### src/rtl/c2a_div.sv
`timescale 1ns / 1ps
module c2a_div #(
   parameter int N = 16,
   parameter int M = 8,
   parameter int Q = 8,
   parameter int LANES = 1,
   parameter int SIDE_W = 1,
   parameter int STEPS = 4
) (
   input  logic                      clock,
   input  logic                      reset,
   input  logic                      in_valid,
   input  logic [LANES-1:0][N-1:0]   in_dividend,
   input  logic [LANES-1:0][M-1:0]   in_divisor,
   input  logic [SIDE_W-1:0]         in_side,
   output logic                      out_valid,
   output logic [LANES-1:0][Q-1:0]   out_quotient,
   output logic [SIDE_W-1:0]         out_side
);
   localparam int NST = (Q + STEPS - 1) / STEPS;

   logic [NST:0]                valid_ff;
   logic [NST:0]                valid_in;
   logic [LANES-1:0][M-1:0]     rem_ff  [NST+1];
   logic [LANES-1:0][M-1:0]     rem_in  [NST+1];
   logic [LANES-1:0][Q-1:0]     quo_ff  [NST+1];
   logic [LANES-1:0][Q-1:0]     quo_in  [NST+1];
   logic [LANES-1:0][M-1:0]     dvs_ff  [NST+1];
   logic [LANES-1:0][M-1:0]     dvs_in  [NST+1];
   logic [SIDE_W-1:0]           side_ff [NST+1];
   logic [SIDE_W-1:0]           side_in [NST+1];

   // restoring division, remainder on top of the shifting quotient
   always_comb begin
      logic [M:0]   t;
      logic [M-1:0] r;
      logic [Q-1:0] x;
      valid_in[0] = in_valid;
      dvs_in[0] = in_divisor;
      side_in[0] = in_side;
      for (int l = 0; l < LANES; l++) begin
         rem_in[0][l] = M'(in_dividend[l][N-1:Q]);
         quo_in[0][l] = in_dividend[l][Q-1:0];
      end
      for (int s = 0; s < NST; s++) begin
         valid_in[s+1] = valid_ff[s];
         dvs_in[s+1] = dvs_ff[s];
         side_in[s+1] = side_ff[s];
         for (int l = 0; l < LANES; l++) begin
            r = rem_ff[s][l];
            x = quo_ff[s][l];
            for (int j = 0; j < STEPS; j++) begin
               if (s * STEPS + j < Q) begin
                  t = {r, x[Q-1]};
                  if (t >= {1'b0, dvs_ff[s][l]}) begin
                     t = t - {1'b0, dvs_ff[s][l]};
                     x = {x[Q-2:0], 1'b1};
                  end else begin
                     x = {x[Q-2:0], 1'b0};
                  end
                  r = t[M-1:0];
               end
            end
            rem_in[s+1][l] = r;
            quo_in[s+1][l] = x;
         end
      end
   end

   always_ff @(posedge clock) begin
      if (reset) begin
         valid_ff <= '0;
      end else begin
         valid_ff <= valid_in;
      end
      rem_ff <= rem_in;
      quo_ff <= quo_in;
      dvs_ff <= dvs_in;
      side_ff <= side_in;
   end

   assign out_valid = valid_ff[NST];
   assign out_quotient = quo_ff[NST];
   assign out_side = side_ff[NST];
endmodule

### config.mk
export PLATFORM = sky130hd
export DESIGN_NAME = c2a_div
export DESIGN_NICKNAME = d
export VERILOG_FILES = /design/src/rtl/c2a_div.sv
export SDC_FILE = /design/constraint.sdc
export NUM_CORES = 1
export LEC_CHECK = 0
export BUFFER_PORTS_ARGS = -buffer_cell sky130_fd_sc_hd__buf_2
export CORE_MARGIN = 2
export CORE_UTILIZATION = 65
export CTS_CLUSTER_SIZE = 14
export DETAILED_ROUTE_END_ITERATION = 10
export PLACE_DENSITY = 0.88
export SLEW_MARGIN = 25
export SYNTH_ARGS = -nofsm -noshare
export SYNTH_HDL_FRONTEND = slang
export SYNTH_SLANG_ARGS = --single-unit
### constraint.sdc
create_clock -name clock -period 12.9 [get_ports clock]
set_input_delay 0.645 -clock clock [delete_from_list [all_inputs] [get_ports clock]]
set_output_delay 0.645 -clock clock [all_outputs]
set_load 0.05 [all_outputs]
==> flow_summary.ini, run 1 <==
[floorplan]
dieArea_sq_um = 7515
ios = 38
rows = 30
initial_core_util_pct = 66.15
die_h_um = 86.69
die_x_um = 86.69
core_region_area_sq_um = 6719

[yosys]
synth_cells = 490
synth_edf_count = 0
yosysTopAreaCellShare_pct = 27.93
yosysWarnings = 0
ys_seq_area_share_pct = 27.93
synth-seq-cells = 62
synth_area_leaders = dfxtp_1 28%, ha_1 18%, a21oi_1 4.2%
synth_nets = 589
synth_largest_area_cell = dfxtp_1
yosysUniqueCellTypes = 63
netlist_area_sq_um = 4444
ys.flop_type = dfxtp_1
async_flop_share_pct = 0
syn_area_per_cell_sq_um = 9.070

[setup_path]
crit_path_max_fanout = 12
reg2reg_setup_slack_ns = 3.71
max_stage_delay_ns = 0.59
crit_path_top_delay_cell = o21ai_0
required_ns = 13.13
timing_worst_setup_path_type = reg -> reg
critPathArrivalTime_ns = 9.42
reg2reg_depth = 34
cp-end-kind = register
r2r_start = dvs_ff[17]
start_kind = register
rr_endpoint = rem_ff[12]

[placed_design]
io_buffers = 37
place_congestion = 0.8964
dp_hpwl_um = 7636

[grt]
globalRouteOverflowTotal = 0
antenna_found_initial = 0
grt_pass1_vias = 3809
grt_first_pass_wirelength_um = 16550
grt_max_degree = 16
grt_usage_pct = 27.71

[final_layout]
syn_to_final_growth_pct = 8.981
final_nets = 624
drive_above_1_share_pct = 16.60
insertedDiodeCount = 0

[routing]
drt_iter0_markers = 191
viasPerCell = 6.007
wl_um = 9492
drc_errors = 0
antenna_left = 0
vias = 3664
avgRoutedWirePerCell_um = 15.56
firstDrtPassIters = 5

[cts]
clockBufferDepth = 2
htreeDepth = 3
ctsHoldBuffers = 0
post-cts-setup-buffers = 0
cts-resized-gates = 0
clk_latency_ns = 0.35
clkSinkCount = 62
cts_buffers = 9
clkTransAtPathRegs_ns = 0.08
cts_tree = done
cts_root_buf = clkbuf_8

[sta]
timing.fmax_mhz = 108.8
setup_viol = 0
maxSlewViolCount = 0
period_minus_slack_ns = 9.189
slew-limit-headroom_pct = 64.09
hold_viol_final = 0
rsz0062_at_grt = no
max_slew.worst_pin.slew_ns = 0.5330
skew_ns = 0.01187
fin_crit_sh_pct = 71.24
tns_ns = 0

[outcome]
outcome = completed

[min_path]
whs_path_depth = 0
worstHoldStart = side_ff[2]
hp-class = reg -> reg
whs_endpoint = side_ff[1]

[run]
drv_cap = 0
==> worst max-delay path: cells and delay by family, from the launching register on <==
family | cells | cell delay, ns
adder cells (fa/ha/maj) | 4 | 1.17
multiplexers | 1 | 0.37
buffers and inverters | 3 | 0.40
AND/OR/NAND/NOR | 10 | 2.19
AO/OA/AOI/OAI | 16 | 4.49
flip-flops | 1 | 0.45
==> through the flow <==
stage / hold WS [ns] / area [sq um] / util [%] / setup slack, ns / instances
6_report: 0.3302 / 4843 / 72.09 / 3.711 / 610
5_1_grt: 0.3333 / 4843 / 72.09 / 2.829 / 610
4_1_cts: 0.3320 / 4843 / 72.09 / 3.819 / 610
3_5_place_dp: 0.3138 / 4641 / 69.07 / 3.940 / 594
3_3_place_gp: 0.3115 / 4641 / 69.07 / 4.484 / 594
2_1_floorplan: 0.3096 / 4444 / - / 5.203 / 490
==> cell usage after synthesis, types with 4 or more instances <==
library cell / instances
nor2_1: 34
a21oi_1: 37
nor3_1: 6
buf_4: 8
xnor2_1: 18
o21ai_1: 4
mux2_2: 11
o21a_1: 4
xor2_1: 16
nor2b_1: 11
nand2b_1: 7
ha_1: 64
nand4_1: 7
mux2_4: 8
dfxtp_1: 62
nand3_1: 7
a21o_1: 13
o21ai_0: 23
nand2_1: 29
inv_1: 45
fa_1: 7
mux2i_1: 5
==> worst max path at each step <==
stage | start | slack, ns | to | cells past startpoint
after floorplan | dvs_ff[17] | 5.20 | rem_ff[10] | 38
after global placement | dvs_ff[17] | 4.48 | rem_ff[9] | 34
after detailed placement | dvs_ff[17] | 3.94 | rem_ff[9] | 34
after CTS | dvs_ff[17] | 3.82 | rem_ff[12] | 34
after global routing | dvs_ff[17] | 2.83 | rem_ff[12] | 34
final | dvs_ff[17] | 3.71 | rem_ff[12] | 34
==> cells by family after synthesis <==
group           synth area share [%]
simple gates                   13.46
compound gates                 17.23
fa+ha+maj                      21.17
flops                          27.93
buf+inv                        6.137
xor+xnor                       6.700
mux                            7.376
==> routing by layer <==
| metal | global-route usage (%) | routed length [um] |
|---|---|---|
| met5 | 0 | 0 |
| met4 | 12.93 | 411 |
| met3 | 6.667 | 432 |
| met2 | 48.46 | 4685 |
| met1 | 31.75 | 3963 |
==> area by class of cell <==
cell class | count | area (sq um)
fillers | 503 | 1876
inverters | 45 | 168.9
clock inverters | 7 | 78.83
multi-input cells | 368 | 2930
clock buffers | 9 | 123.9
well taps | 80 | 100.1
flip-flops and latches | 62 | 1241
repair buffers | 39 | 200.2
==> flip-flops by register name, indices dropped and copies added (netlist names) <==
register and count:
rem_ff 16, dvs_ff 16, valid_ff 3, out_side 1
out_quotient 8, side_ff 2, quo_ff 16
==> cells in the final DEF (no fill, tap or decap), types with 8 or more instances in the layout <==
master    count
ha_1         64
dfxtp_1      62
inv_1        45
a21oi_1      37
buf_2        37
nor2_1       34
nand2_1      29
o21ai_0      23
xnor2_1      18
xor2_1       16
a21o_1       13
mux2_2       11
nor2b_1      11
clkbuf_8      9
mux2_4        8
Power of run 1 is left out: the tool's default activity adds up to more than one toggle a clock period on the data nets, which glitch-free logic cannot reach.
==> run 2, diff against run 1 <==
- CORE_UTILIZATION: 65 -> 61
- PLACE_DENSITY: 0.88 -> 0.83
- clock period: 12.9 -> 8.6 ns (I/O delays scaled with it)
==> flow_summary.ini, run 2 (synthesized netlist as in run 1, its figures left out) <==
[grt]
grt_pass1_vias = 3627
grt_max_degree = 16
antenna_found_initial = 0
grt_usage_pct = 25.78
globalRouteOverflowTotal = 0
grt_first_pass_wirelength_um = 15790

[min_path]
worstHoldStart = in_dividend[10]
whs_endpoint = rem_ff[18]
hp-class = in -> reg
whs_path_depth = 1

[sta]
worst_slack_ns = 0.5252
period_minus_slack_ns = 8.075
fin_crit_sh_pct = 93.89
skew_ns = 0.02052
maxSlewViolCount = 0
hold_viol_final = 0
setup_viol = 0
holdWs_ns = 0.1581
slew-limit-headroom_pct = 69.75
tns_ns = 0
timing.fmax_mhz = 123.8
max_slew.worst_pin.slew_ns = 0.4537

[setup_path]
cp-end-kind = register
reg2reg_setup_slack_ns = 0.53
crit_path_max_fanout = 11
required_ns = 8.84
start_kind = register
crit_path_top_delay_cell = a2111o_2
max_stage_delay_ns = 0.50
timing.critical_path.from = dvs_ff[17]
critPathArrivalTime_ns = 8.31
cp_common_cell = ha_1
reg2reg_depth = 35
r2r_start = dvs_ff[17]
rr_endpoint = rem_ff[11]
timing_worst_setup_path_type = reg -> reg

[cts]
clkTransAtPathRegs_ns = 0.09
clkSinkCount = 62
clk_latency_ns = 0.36
cts_root_buf = clkbuf_8
clockBufferDepth = 2
cts_tree = done
ctsHoldBuffers = 0
htreeDepth = 3
cts_buffers = 9

[floorplan]
ios = 38
dieArea_sq_um = 7984
rows = 31
die_h_um = 89.36
initial_core_util_pct = 62.27
core_region_area_sq_um = 7137
die_x_um = 89.36

[placed_design]
dp_hpwl_um = 7562
place_congestion = 0.8783
placedCellCount = 616
io_buffers = 37
place_ws_ns = 0.01268

[outcome]
outcome = completed

[final_layout]
fin_cells = 633
final_nets = 628
syn_to_final_growth_pct = 10.78
top_regs = dvs_ff: 16 flops, quo_ff: 16 flops, rem_ff: 16 flops
insertedDiodeCount = 0
final_common_cell = ha_1
regArea_sq_um = 1241
mostFrequentLayoutCells = 64 x ha_1, 62 x dfxtp_1, 45 x inv_1, 37 x buf_2, 36 x a21oi_1
drive_above_1_share_pct = 17.98
nFillCells = 607
multiInputGateArea_sq_um = 2969

[routing]
antenna_left = 0
drc_errors = 0
wl_um = 9636
vias = 3599
drt_iter0_markers = 113
avgRoutedWirePerCell_um = 15.22
firstDrtPassIters = 4
viasPerCell = 5.686

[run]
drv_cap = 0
run 2: cell types whose count changed in the layout (fill, tap and decap cells not counted), sizes merged:
cell      delta
inv          -3
clkbuf       +1
buf          +4
clkinv       +4
clkinvlp     -2
run 2: repair_timing:
| action | 4_1_cts | 5_1_grt |
|---|---|---|
| pin swaps | 0 | 1 |
| endpoints found under the setup margin | 5 | 10 |
| gates resized for setup | 1 | 9 |
| buffers inserted | 0 | 1 |
run 2: routing by layer:
metal	track usage, %	up-vias	wire [um]
li1	-	1807	-
met1	29.11	1678	4166
met2	46.46	88	4758
met3	5.725	26	427
met4	10.99	0	284
met5	0	-	0
run 2: worst max-delay path by stage:
stage                       endpoint  slack (ns)  cells after the start
after floorplan           rem_ff[10]        0.90                     38
after global placement    rem_ff[13]        0.46                     34
after detailed placement  rem_ff[11]        0.01                     34
after CTS                 rem_ff[11]        0.06                     33
after global routing      rem_ff[11]       -0.02                     35
final                     rem_ff[11]        0.53                     35
run 2: layout make-up:
class / instances / area share [%]
Clock buffer: 10 / 2.592
Sequential cell: 62 / 25.21
Multi-Input combinational cell: 368 / 60.31
Inverter: 45 / 3.431
Clock inverter: 6 / 1.271
Timing Repair Buffer: 43 / 4.676
Tap cell: 99 / 2.516
run 2: per-stage QoR:
stage	utilization, %	cell area, sq um
after global routing	68.99	4923
after global placement	65.67	4687
after CTS	68.34	4877
after floorplan	-	4444
after detailed placement	65.67	4687
final	68.99	4923
run 2: critical path: cells and delay by family (launching register included):
| kind | cells | cell delay, ns |
|---|---|---|
| AOI/OAI and AO/OA | 13 | 2.75 |
| adders and majority gates | 4 | 1.34 |
| buffers and inverters | 4 | 0.64 |
| DFF | 1 | 0.43 |
| muxes | 3 | 1.02 |
| and+or+nand+nor | 11 | 1.79 |
Power of run 2 is left out for the same reason.
